### src/hw/rtl/cks_pkg.sv
`timescale 1ns / 1ps
package cks_pkg;

  localparam int MCAND_W = 34;
  localparam int MIER_W = 24;
  localparam int PROD_W = MCAND_W + 1 + MIER_W;

  localparam int CFG_IDX_W = 2;
  localparam logic [CFG_IDX_W-1:0] REG_ANGULAR = 2'd0;
  localparam logic [CFG_IDX_W-1:0] REG_LINEAR = 2'd1;
  localparam logic [CFG_IDX_W-1:0] REG_DRAG = 2'd2;

  localparam logic signed [MCAND_W-1:0] TRIG_GAIN = 34'sd652032874;

  typedef enum logic [3:0] {
    S_IDLE,
    S_TURN_A,
    S_TURN_B,
    S_ACCEL,
    S_TRIG,
    S_VX,
    S_VY,
    S_DRAG_X,
    S_DRAG_Y,
    S_DONE
  } state_t;

  function automatic logic [29:0] atan_entry(input logic [4:0] idx);
    logic [29:0] v;
    case (idx)
      5'd0: v = 30'd536870912;
      5'd1: v = 30'd316933406;
      5'd2: v = 30'd167458907;
      5'd3: v = 30'd85004756;
      5'd4: v = 30'd42667331;
      5'd5: v = 30'd21354465;
      5'd6: v = 30'd10679838;
      5'd7: v = 30'd5340245;
      5'd8: v = 30'd2670163;
      5'd9: v = 30'd1335087;
      5'd10: v = 30'd667544;
      5'd11: v = 30'd333772;
      5'd12: v = 30'd166886;
      5'd13: v = 30'd83443;
      5'd14: v = 30'd41722;
      5'd15: v = 30'd20861;
      5'd16: v = 30'd10430;
      5'd17: v = 30'd5215;
      5'd18: v = 30'd2608;
      5'd19: v = 30'd1304;
      5'd20: v = 30'd652;
      5'd21: v = 30'd326;
      5'd22: v = 30'd163;
      5'd23: v = 30'd81;
      5'd24: v = 30'd41;
      5'd25: v = 30'd20;
      5'd26: v = 30'd10;
      5'd27: v = 30'd5;
      5'd28: v = 30'd3;
      5'd29: v = 30'd1;
      default: v = 30'd0;
    endcase
    return v;
  endfunction

endpackage

### src/hw/rtl/cks_serial_mult.sv
`timescale 1ns / 1ps
module cks_serial_mult
  import cks_pkg::*;
(
  input  logic                      clk,
  input  logic                      rst,
  input  logic                      start,
  input  logic signed [MCAND_W-1:0] mcand,
  input  logic [MIER_W-1:0]         mier,
  output logic                      done,
  output logic signed [PROD_W-1:0]  prod
);

  localparam int CntW = $clog2(MIER_W);

  logic                      running;
  logic [CntW-1:0]           cnt;
  logic signed [MCAND_W-1:0] mc;
  logic [MIER_W-1:0]         mr;
  logic signed [MCAND_W:0]   acc_hi;
  logic [MIER_W-1:0]         acc_lo;
  logic signed [MCAND_W:0]   addend;
  logic signed [MCAND_W:0]   sum;

  assign addend = mr[0] ? {mc[MCAND_W-1], mc} : '0;
  assign sum = acc_hi + addend;
  assign prod = {acc_hi, acc_lo};

  always_ff @(posedge clk) begin
    if (rst) begin
      running <= 1'b0;
      done <= 1'b0;
      cnt <= '0;
    end else if (start) begin
      running <= 1'b1;
      done <= 1'b0;
      cnt <= '0;
    end else if (running) begin
      cnt <= cnt + 1'b1;
      if (cnt == CntW'(MIER_W - 1)) begin
        running <= 1'b0;
        done <= 1'b1;
      end
    end else begin
      done <= 1'b0;
    end
  end

  always_ff @(posedge clk) begin
    if (start) begin
      mc <= mcand;
      mr <= mier;
      acc_hi <= '0;
      acc_lo <= '0;
    end else if (running) begin
      mr <= {1'b0, mr[MIER_W-1:1]};
      acc_hi <= {sum[MCAND_W], sum[MCAND_W:1]};
      acc_lo <= {sum[0], acc_lo[MIER_W-1:1]};
    end
  end

endmodule

### src/hw/rtl/cks_cordic.sv
`timescale 1ns / 1ps
module cks_cordic
  import cks_pkg::*;
#(
  parameter int CORDIC_STEPS = 16
) (
  input  logic                      clk,
  input  logic                      rst,
  input  logic                      start,
  input  logic [31:0]               angle,
  output logic                      done,
  output logic signed [MCAND_W-1:0] cos_val,
  output logic signed [MCAND_W-1:0] sin_val
);

  localparam int IdxW = $clog2(CORDIC_STEPS);

  logic                      running;
  logic [IdxW-1:0]           cnt;
  logic [1:0]                quad;
  logic signed [MCAND_W-1:0] x;
  logic signed [MCAND_W-1:0] y;
  logic signed [32:0]        z;
  logic [1:0]                quad_in;
  logic [31:0]               resid;
  logic signed [MCAND_W-1:0] xs;
  logic signed [MCAND_W-1:0] ys;
  logic signed [32:0]        step_ang;

  assign quad_in = 2'((angle + 32'h2000_0000) >> 30);
  assign resid = angle - {quad_in, 30'd0};
  assign xs = x >>> cnt;
  assign ys = y >>> cnt;
  assign step_ang = $signed({3'b000, atan_entry(5'(cnt))});

  always_ff @(posedge clk) begin
    if (rst) begin
      running <= 1'b0;
      done <= 1'b0;
      cnt <= '0;
    end else if (start) begin
      running <= 1'b1;
      done <= 1'b0;
      cnt <= '0;
    end else if (running) begin
      cnt <= cnt + 1'b1;
      if (cnt == IdxW'(CORDIC_STEPS - 1)) begin
        running <= 1'b0;
        done <= 1'b1;
      end
    end else begin
      done <= 1'b0;
    end
  end

  always_ff @(posedge clk) begin
    if (start) begin
      quad <= quad_in;
      x <= TRIG_GAIN;
      y <= '0;
      z <= {resid[31], resid};
    end else if (running) begin
      if (!z[32]) begin
        x <= x - ys;
        y <= y + xs;
        z <= z - step_ang;
      end else begin
        x <= x + ys;
        y <= y - xs;
        z <= z + step_ang;
      end
    end
  end

  always_comb begin
    case (quad)
      2'd0: begin
        cos_val = x;
        sin_val = y;
      end
      2'd1: begin
        cos_val = -y;
        sin_val = x;
      end
      2'd2: begin
        cos_val = -x;
        sin_val = -y;
      end
      default: begin
        cos_val = y;
        sin_val = -x;
      end
    endcase
  end

endmodule

### src/hw/rtl/car_kinematic_step_unit.sv
`timescale 1ns / 1ps
// Kinematic step of a point-mass car, one simulation tick per request.
// Input channel: in_valid / in_stall carry dt and steer; in_stall is high
// while a tick is being worked, so one request is in flight at a time.
// Output channel: out_valid / out_stall carry the new position, velocity
// and heading; the result is held in an output register until taken, and
// the next request may be accepted while it waits.
// Config channel: cfg_valid / cfg_ready with cfg_index and cfg_data; write
// only while no request is in flight. Index 0 angular gain, 1 linear gain,
// 2 drag factor; other indexes are ignored. cfg_ready is always high.
// The one bit-serial multiplier (seven products per tick) and the
// one-step-per-cycle CORDIC (CORDIC_STEPS steps) work in turn, never both.
// A stall on the output holds the finished tick in its final state until
// the previous result is taken.
// Reset clears position, velocity and heading to zero, angular and linear
// gains to zero, drag factor to 65535, and drops any pending result.
module car_kinematic_step_unit
  import cks_pkg::*;
#(
  parameter int CORDIC_STEPS = 16
) (
  input  logic                 clk,
  input  logic                 rst,
  input  logic                 in_valid,
  output logic                 in_stall,
  input  logic [15:0]          dt,
  input  logic signed [15:0]   steer,
  output logic                 out_valid,
  input  logic                 out_stall,
  output logic signed [31:0]   pos_x,
  output logic signed [31:0]   pos_y,
  output logic signed [31:0]   vel_x,
  output logic signed [31:0]   vel_y,
  output logic [31:0]          heading,
  input  logic                 cfg_valid,
  output logic                 cfg_ready,
  input  logic [CFG_IDX_W-1:0] cfg_index,
  input  logic [15:0]          cfg_data
);

  function automatic logic signed [31:0] sat32(input logic signed [32:0] v);
    logic signed [31:0] r;
    if (v[32] != v[31]) begin
      r = v[32] ? 32'sh8000_0000 : 32'sh7fff_ffff;
    end else begin
      r = v[31:0];
    end
    return r;
  endfunction

  state_t state, state_next;
  logic   issued, issued_next;

  logic [15:0]          angular_accel;
  logic [15:0]          linear_accel;
  logic [15:0]          drag_factor;
  logic signed [31:0]   position_x;
  logic signed [31:0]   position_y;
  logic signed [31:0]   velocity_x;
  logic signed [31:0]   velocity_y;
  logic [31:0]          heading_angle;

  logic [15:0]          dt_r;
  logic [13:0]          steer_mag;
  logic                 steer_neg;
  logic [29:0]          turn_part;
  logic [23:0]          accel_dt;
  logic signed [MCAND_W-1:0] cos_r;
  logic signed [MCAND_W-1:0] sin_r;

  logic signed [15:0]   steer_clamped;
  logic signed [15:0]   steer_abs;

  logic                      mult_start;
  logic signed [MCAND_W-1:0] mcand;
  logic [MIER_W-1:0]         mier;
  logic                      mult_done;
  logic signed [PROD_W-1:0]  prod;
  logic                      trig_start;
  logic                      trig_done;
  logic signed [MCAND_W-1:0] cos_val;
  logic signed [MCAND_W-1:0] sin_val;
  logic [31:0]               dturn;
  logic signed [32:0]        vel_sum;

  cks_serial_mult u_mult (
    .clk   (clk),
    .rst   (rst),
    .start (mult_start),
    .mcand (mcand),
    .mier  (mier),
    .done  (mult_done),
    .prod  (prod)
  );

  cks_cordic #(
    .CORDIC_STEPS (CORDIC_STEPS)
  ) u_cordic (
    .clk     (clk),
    .rst     (rst),
    .start   (trig_start),
    .angle   (heading_angle),
    .done    (trig_done),
    .cos_val (cos_val),
    .sin_val (sin_val)
  );

  assign cfg_ready = 1'b1;
  assign in_stall = (state != S_IDLE);
  assign dturn = prod[36:5];

  always_comb begin
    if (steer > 16'sd8192) begin
      steer_clamped = 16'sd8192;
    end else if (steer < -16'sd8192) begin
      steer_clamped = -16'sd8192;
    end else begin
      steer_clamped = steer;
    end
    steer_abs = steer_clamped[15] ? -steer_clamped : steer_clamped;
  end

  always_comb begin
    case (state)
      S_VY:    vel_sum = {velocity_y[31], velocity_y} + {{4{prod[PROD_W-1]}}, prod[PROD_W-1:30]};
      default: vel_sum = {velocity_x[31], velocity_x} + {{4{prod[PROD_W-1]}}, prod[PROD_W-1:30]};
    endcase
  end

  always_comb begin
    state_next = state;
    issued_next = issued;
    mult_start = 1'b0;
    trig_start = 1'b0;
    mcand = '0;
    mier = '0;
    case (state)
      S_IDLE: begin
        if (in_valid) begin
          state_next = S_TURN_A;
          issued_next = 1'b0;
        end
      end
      S_TURN_A: begin
        mcand = MCAND_W'(steer_mag);
        mier = MIER_W'(angular_accel);
      end
      S_TURN_B: begin
        mcand = MCAND_W'(turn_part);
        mier = MIER_W'(dt_r);
      end
      S_ACCEL: begin
        mcand = MCAND_W'(linear_accel);
        mier = MIER_W'(dt_r);
      end
      S_VX: begin
        mcand = cos_r;
        mier = accel_dt;
      end
      S_VY: begin
        mcand = sin_r;
        mier = accel_dt;
      end
      S_DRAG_X: begin
        mcand = MCAND_W'(velocity_x);
        mier = MIER_W'(drag_factor);
      end
      S_DRAG_Y: begin
        mcand = MCAND_W'(velocity_y);
        mier = MIER_W'(drag_factor);
      end
      S_TRIG: begin
        if (!issued) begin
          trig_start = 1'b1;
          issued_next = 1'b1;
        end else if (trig_done) begin
          issued_next = 1'b0;
          state_next = S_VX;
        end
      end
      S_DONE: begin
        if (!(out_valid && out_stall)) begin
          state_next = S_IDLE;
        end
      end
      default: state_next = S_IDLE;
    endcase

    if (state != S_IDLE && state != S_TRIG && state != S_DONE) begin
      if (!issued) begin
        mult_start = 1'b1;
        issued_next = 1'b1;
      end else if (mult_done) begin
        issued_next = 1'b0;
        case (state)
          S_TURN_A: state_next = S_TURN_B;
          S_TURN_B: state_next = S_ACCEL;
          S_ACCEL:  state_next = S_TRIG;
          S_VX:     state_next = S_VY;
          S_VY:     state_next = S_DRAG_X;
          S_DRAG_X: state_next = S_DRAG_Y;
          default:  state_next = S_DONE;
        endcase
      end
    end
  end

  always_ff @(posedge clk) begin
    if (rst) begin
      state <= S_IDLE;
      issued <= 1'b0;
    end else begin
      state <= state_next;
      issued <= issued_next;
    end
  end

  always_ff @(posedge clk) begin
    if (rst) begin
      angular_accel <= '0;
      linear_accel <= '0;
      drag_factor <= 16'hffff;
      position_x <= '0;
      position_y <= '0;
      velocity_x <= '0;
      velocity_y <= '0;
      heading_angle <= '0;
      out_valid <= 1'b0;
    end else begin
      if (cfg_valid && cfg_ready) begin
        case (cfg_index)
          REG_ANGULAR: angular_accel <= cfg_data;
          REG_LINEAR:  linear_accel <= cfg_data;
          REG_DRAG:    drag_factor <= cfg_data;
          default:     ;
        endcase
      end
      if (state == S_DONE && !(out_valid && out_stall)) begin
        out_valid <= 1'b1;
      end else if (out_valid && !out_stall) begin
        out_valid <= 1'b0;
      end
      case (state)
        S_IDLE: begin
          if (in_valid) begin
            position_x <= sat32({position_x[31], position_x} + {velocity_x[31], velocity_x});
            position_y <= sat32({position_y[31], position_y} + {velocity_y[31], velocity_y});
          end
        end
        S_TURN_B: begin
          if (issued && mult_done) begin
            heading_angle <= steer_neg ? heading_angle - dturn : heading_angle + dturn;
          end
        end
        S_VX: begin
          if (issued && mult_done) begin
            velocity_x <= sat32(vel_sum);
          end
        end
        S_VY: begin
          if (issued && mult_done) begin
            velocity_y <= sat32(vel_sum);
          end
        end
        S_DRAG_X: begin
          if (issued && mult_done) begin
            velocity_x <= prod[47:16];
          end
        end
        S_DRAG_Y: begin
          if (issued && mult_done) begin
            velocity_y <= prod[47:16];
          end
        end
        default: ;
      endcase
    end
  end

  always_ff @(posedge clk) begin
    if (state == S_IDLE && in_valid) begin
      dt_r <= dt;
      steer_mag <= steer_abs[13:0];
      steer_neg <= steer_clamped[15];
    end
    if (state == S_TURN_A && issued && mult_done) begin
      turn_part <= prod[29:0];
    end
    if (state == S_ACCEL && issued && mult_done) begin
      accel_dt <= prod[31:8];
    end
    if (state == S_TRIG && issued && trig_done) begin
      cos_r <= cos_val;
      sin_r <= sin_val;
    end
    if (state == S_DONE && !(out_valid && out_stall)) begin
      pos_x <= position_x;
      pos_y <= position_y;
      vel_x <= velocity_x;
      vel_y <= velocity_y;
      heading <= heading_angle;
    end
  end

endmodule
### config.mk
export PLATFORM = sky130hd
export DESIGN_NAME = car_kinematic_step_unit
export DESIGN_NICKNAME = d
export VERILOG_FILES = /design/src/hw/rtl/cks_pkg.sv /design/src/hw/rtl/cks_serial_mult.sv /design/src/hw/rtl/cks_cordic.sv /design/src/hw/rtl/car_kinematic_step_unit.sv
export SDC_FILE = /design/constraint.sdc
export NUM_CORES = 2
export LEC_CHECK = 0
export BUFFER_PORTS_ARGS = -buffer_cell sky130_fd_sc_hd__clkbuf_2
export CAP_MARGIN = 20
export CORE_MARGIN = 3
export CORE_UTILIZATION = 45
export CTS_BUF_LIST = sky130_fd_sc_hd__clkbuf_2 sky130_fd_sc_hd__clkbuf_4 sky130_fd_sc_hd__clkbuf_8
export CTS_CLUSTER_SIZE = 10
export DETAILED_ROUTE_END_ITERATION = 10
export PLACE_DENSITY = 0.66
export SLEW_MARGIN = 20
export SYNTH_ARGS = -nofsm -noshare
export SYNTH_HDL_FRONTEND = slang
export SYNTH_SLANG_ARGS = --single-unit
### constraint.sdc
create_clock -name clk -period 18.6 [get_ports clk]
set_clock_uncertainty 0.2 [all_clocks]
set_input_delay 1.86 -clock clk [delete_from_list [all_inputs] [get_ports clk]]
set_output_delay 1.86 -clock clk [all_outputs]
set_load 0.01 [all_outputs]
# Word-level counts from Yosys, hierarchy flattened

Memories as Yosys holds them, arrays and structs flattened. A register that Yosys moved wholly into a read port is not among the register bits.
Index checks and enable logic that the tools add are counted.

$lt $le $gt $ge: 2
Multipliers: 0
Add/subtract/negate cells: 20
Shift operators: 2
Multiplexer cells: 56
Bitwise logic cells: 2
Eq/ne operators: 24
Reduce and logical (&&, ||, !) cells: 39
Div/mod/pow operators: 0

Operators with widths:

| kind                                                             | count |
|---|---|
| 32-bit 2-to-1 mux                                                | 9 |
| 34-bit case mux with 7 select lines                              | 1 |
| 34-bit case mux with 3 select lines                              | 2 |
| 33-bit 2-to-1 mux                                                | 4 |
| 32-bit case mux with 2 select lines                              | 2 |
| 24-bit case mux with 4 select lines                              | 1 |
| 34-bit adder                                                     | 2 |
| 34-bit 2-to-1 mux                                                | 2 |
| 34-bit negator                                                   | 2 |
| 34-bit by 4-bit >>> shifter with 34-bit output                   | 2 |
| 34-bit subtractor                                                | 2 |
| 32-bit by 28-bit adder with 33-bit output                        | 2 |
| 32-bit by 32-bit adder with 33-bit output                        | 2 |
| 32-bit subtractor                                                | 2 |
| 24-bit 2-to-1 mux                                                | 2 |
| 4-bit 2-to-1 mux                                                 | 9 |
| 34-bit by 35-bit adder with 35-bit output                        | 1 |
| 35-bit 2-to-1 mux                                                | 1 |
| 33-bit by 31-bit adder with 33-bit output                        | 1 |
| 33-bit by 31-bit subtractor with 33-bit output                   | 1 |
| 32-bit by 30-bit adder with 32-bit output, second input constant | 1 |
| 32-bit adder                                                     | 1 |
| 16-bit 2-to-1 mux                                                | 2 |
| 4-bit case mux with 6 select lines                               | 1 |
| 32 further kinds                                                 | 90 |

Output and inout bits: 163
Memories: 1
Logic and storage cells: 183
Bits in registers: 759
Bits of input ports: 55
Bits in latches: 0
RAM bits: 0
Bits in read-only memories: 480

Memories:

| name            | depth | bits a word | read ports | clocked after Yosys merged registers in | write ports | RTL line      | text |
|---|---|---|---|---|---|---|---|
| (no name shown) | 16    | 30          | 1          | 1                                       | 0           | cks_pkg.sv:30 | `case (idx)` |

# Logic depth before layout (Yosys ltp)

Word-level depth: 6
Gate-level depth with buffers: 27
Gate-level depth less buffers: 22

# By module

Synthesis repeated with hierarchy kept, for this count alone.

Cell total of the unflattened synthesis: 5,732
Area, all modules: 52,202.6 µm²

Modules (own cells, without submodules):

| module                  | area an instance (µm²) | instances | sequential area each (µm²) | cells each |
|---|---|---|---|---|
| car_kinematic_step_unit | 27,481.4               | 1         | 13,683.1                   | 2,726 |
| cks_cordic              | 18,391.4               | 1         | 3,133.0                    | 2,385 |
| cks_serial_mult         | 6,329.8                | 1         | 3,042.9                    | 621 |

# Worst setup path after synthesis

No wires, ideal clock.

Path type: input port to flip-flop
Start: input port out_stall
End: register heading[0], enable pin
Slack: 8.098 ns
Stages: 1
Arrival: 9.568 ns
Required time: 17.667 ns
Library setup time: 0.733 ns
Cell sequence: a21oi_1

Word-level cells in the longest chain between the ends: 3

RTL lines:

| item                 | RTL line                       | text |
|---|---|---|
| start, declared      | car_kinematic_step_unit.sv:29  | `input logic out_stall,` |
| 1-bit logical AND    | car_kinematic_step_unit.sv:296 | `if (state == S_DONE && !(out_valid && out_stall)) begin` |
| 1-bit zero test      | car_kinematic_step_unit.sv:296 |  |
| 1-bit logical AND    | car_kinematic_step_unit.sv:296 |  |
| end signal, assigned | car_kinematic_step_unit.sv:301 | `heading <= heading_angle;` |
| end, declared        | car_kinematic_step_unit.sv:34  | `output logic [31:0] heading,` |

No other way between the ends.
A chain may end at the register's enable or synchronous reset.

# Worst setup path after layout

Start: register u_cordic.cnt[1]
End: register u_cordic.x[32]

Word-level cells in the longest chain between the ends: 3
Elaborated cells on any way between the ends: 4

RTL lines:

| item                                              | RTL line                           | text |
|---|---|---|
| start, declared                                   | cks_cordic.sv:19                   | `logic [IdxW-1:0] cnt;` |
| start signal, assigned                            | cks_cordic.sv:46                   | `cnt <= cnt + 1'b1;` |
| 34-bit by 4-bit >>> shifter with 34-bit output *  | cks_cordic.sv:33                   | `assign ys = y >>> cnt;` |
| 34-bit subtractor or 34-bit adder (tied branches) | cks_cordic.sv:64, cks_cordic.sv:68 |  |
| 34-bit 2-to-1 mux *                               | cks_cordic.sv:63                   | `if (!z[32]) begin` |
| end signal, assigned                              | cks_cordic.sv:64                   | `x <= x - ys;` |
| end signal, assigned                              | cks_cordic.sv:68                   | `x <= x + ys;` |
| end, declared                                     | cks_cordic.sv:21                   | `logic signed [MCAND_W-1:0] x;` |

Mark *: on every way between the ends. The rest lies on a longest branch, timed or not.

==> flow_metrics.py <==
metrics = {
    "outcome": {
        "status": "finished, final reports clean",
    },
    "clock_network": {
        "clock-sinks": 789,
        "htree_levels": 4,
        "cts_buffer_depth": 3,
        "cts_buffers": 142,
        "clk_pin_slew_ns": 0.06,
        "clk_latency_ns": 0.86,
        "cts_setup_buffers": 0,
        "cts_tree": "built",
        "ctsRootBufferMaster": "clkbuf_8",
        "cts_hold_buf": 0,
        "ctsResizeCount": 0,
    },
    "synthesis": {
        "seq_area_frac_synth_pct": 38.5,
        "synth.net_count": 5994,
        "netlist_area_sq_mm": 0.0516,
        "yosys_most_used_dff": "edfxtp_1",
        "synth.area.top_cells": "edfxtp_1 24%, dfxtp_1 15%, ha_1 6.7%",
        "yosysWarningCount": 0,
        "ys_seq_elements": 789,
        "synth_cells": 5653,
        "yosysTopAreaCellShare_pct": 23.6,
        "synth.avg_cell_area_sq_um": 9.12,
        "synth-edff-count": 406,
        "yosysTopAreaCell": "edfxtp_1",
        "synth.distinct_cells": 98,
        "synthArstFlopShare_pct": 0,
    },
    "critical_path": {
        "worst-r2r-setup-slack_ns": 11.49,
        "worstPathRequired_ns": 19.09,
        "r2r-start": "u_cordic.cnt[1]",
        "worst-path-max-fanout": 72,
        "slowest_stage": "buf_4",
        "cp-start-kind": "flop",
        "end_kind": "flop",
        "path_cells": "buf_4 > mux2_2 > nor2_1 > o311ai_0 > nand2_1 > ha_1 > nand2_1 > o21ai_0 > fa_1 > a21o_1 > a21o_1 > a2111oi_0 > nor3_1 > a211oi_1 > o221ai_1 > a311oi_1 > o21ai_0 > a21oi_1 > xor2_1 > o21ai_0",
        "path_common_cell": "o21ai_0",
        "timing.rr.end": "u_cordic.x[32]",
        "cp.arrival_ns": 7.60,
        "ff2ff_path_depth": 20,
        "path_class": "reg2reg",
        "slowest_delay_ns": 0.88,
    },
    "die": {
        "dieHeight_um": 345,
        "fp-row-count": 123,
        "initial_core_util_pct": 45.6,
        "die_area_sq_mm": 0.119,
        "die_w_um": 345,
        "core_area_sq_mm": 0.113,
        "ios": 218,
    },
    "timing": {
        "fin_setup_tns_ns": 0,
        "finalHoldViolCount": 0,
        "maxSlewViolCount": 0,
        "slew_headroom_pct": 26.7,
        "period_share_pct": 38.2,
        "finalSetupViolations": 0,
        "finalCriticalPeriod_ns": 7.11,
        "worst_pin_slew_ns": 1.10,
        "rsz0062_at_grt": "no",
        "max_freq_ghz": 0.141,
    },
    "pwr": {
        "p_per_area_mw_per_mm2": 119,
        "vdd_drop_max_v": 0.000139,
        "power_leakage_nw": 22.6,
        "total_power_w": 0.00676,
    },
    "grt": {
        "antenna_found_initial": 4,
        "grt_pass1_vias": 40900,
        "grt_pass1_wl_um": 245000,
        "grt_max_degree": 151,
        "grt_usage_pct": 26.5,
        "grt_overflow_total": 0,
    },
    "cells_and_area": {
        "design_area_sq_mm": 0.0569,
        "nets": 6082,
        "area_growth_pct": 10.4,
        "drive_gt1_share_pct": 12.5,
    },
    "placed_design": {
        "dpl_cell_area_sq_mm": 0.0538,
        "globalplace.congestion": 0.964,
        "portBuffers": 216,
        "dp_hpwl_um": 117000,
    },
    "detailed_routing": {
        "dr_wl_met3_um": 10900,
        "final_antenna_net_count": 0,
        "drt_iter0_drc": 3658,
        "routed_via_density": 5.97,
        "met2_length_um": 74400,
        "vias": 44000,
        "top_layer": "met4",
        "drc": 0,
        "wl_met1_um": 68100,
        "dr.pass1.iters": 8,
        "drt-total-wl_um": 162000,
        "wl_per_cell_um": 22.0,
    },
    "worst_hold_path": {
        "hold_depth": 0,
        "whs_endpoint": "turn_part[1]",
        "hold_class": "reg2reg",
        "min-delay-start": "u_mult.acc_lo[1]",
    },
    "run": {
        "maxCapViolCount": 0,
    },
}
==> metal layers <==
metal / track usage [%] / vias to the layer above
li1: - / 21000
met1: 34.5 / 21100
met2: 42.7 / 1592
met3: 4.30 / 371
met4: 13.4 / 0
met5: 0 / -
==> synthesized netlist by cell type, types with 60 or more instances <==
cell type	number
edfxtp_1	406
nand3_1	111
mux4_2	60
xor2_1	164
inv_1	132
a21oi_1	552
nor2_1	481
nor3_1	107
o21ai_0	344
xnor2_1	280
nand2_1	616
a21o_1	122
ha_1	278
a22oi_1	101
dfxtp_1	383
clkbuf_1	258
mux2i_1	141
mux2_2	65
==> critical path, delay by kind of cell, from the launching register on <==
family | cells | cell delay (ns)
buffers and inverters | 1 | 0.88
AO/OA/AOI/OAI | 11 | 3.56
flip-flops | 1 | 0.56
AND/OR/NAND/NOR | 4 | 0.38
adder cells (fa/ha/maj) | 2 | 0.80
XOR/XNOR | 1 | 0.16
multiplexers | 1 | 0.35
==> layout by cell type (no fill, tap or decap), types with 103 or more instances in the layout <==
cell type	n
nor3_1	103
a21o_1	122
clkbuf_8	159
nor2_1	473
ha_1	278
xnor2_1	278
a21oi_1	551
nand3_1	111
edfxtp_1	406
clkbuf_2	215
o21ai_0	344
dfxtp_1	377
mux2i_1	141
nand2_1	616
inv_1	129
xor2_1	164
==> flip-flops by register name (all words and copies together), names as in the netlist, 33 cells and up <==
register and count:
u_mult.acc_hi 34, u_cordic.z 33, u_mult.mc 34, sin_r 34
cos_r 34, u_cordic.y 34, u_cordic.x 34
==> worst max-delay path by stage <==
stage,depth (start not counted),startpoint,endpoint
2_1_floorplan,1,out_stall,heading[0]
4_1_cts,20,u_cordic.cnt[1],u_cordic.x[32]
3_3_place_gp,20,u_cordic.cnt[1],u_cordic.x[30]
3_5_place_dp,20,u_cordic.cnt[1],u_cordic.x[32]
5_1_grt,20,u_cordic.cnt[1],u_cordic.x[32]
6_report,20,u_cordic.cnt[1],u_cordic.x[32]
==> metrics by stage <==
stage	worst slack, ns	std cells	hold WS (ns)	utilization [%]
2_1_floorplan	8.10	5653	0.208	-
3_3_place_gp	11.69	7097	0.216	47.6
3_5_place_dp	11.59	7097	0.236	47.6
4_1_cts	11.54	7360	0.245	50.3
5_1_grt	10.88	7366	0.261	50.3
6_report	11.49	7371	0.232	50.3
==> cell families after synthesis <==
family          after synthesis  share of synthesized area [%]
xor+xnor                    444                           7.54
simple gates               1704                           15.1
mux                         276                           7.28
flops                       789                           38.5
buf+inv                     479                           3.70
compound gates             1629                           19.9
fa+ha+maj                   331                           7.93
other cells                   1                        0.00727
==> power by group <==
| part | internal (W) | switching (W) | leakage (nW) |
|---|---|---|---|
| Clock | 0.00100 | 0.000776 | 1.61 |
| Sequential | 0.00199 | 0.000400 | 6.83 |
| Combinational | 0.00113 | 0.00146 | 14.1 |
==> layout make-up <==
type / instances / area, sq um
Fill cell: 10600 / 56200
Multi-Input combinational cell: 4385 / 29900
Sequential cell: 789 / 19900
Clock buffer: 205 / 2530
Tap cell: 1500 / 1880
Timing Repair Buffer: 286 / 1620
Clock inverter: 58 / 573
Inverter: 137 / 518
Antenna cell: 11 / 27.5
(Power assumes the default switching activity.)
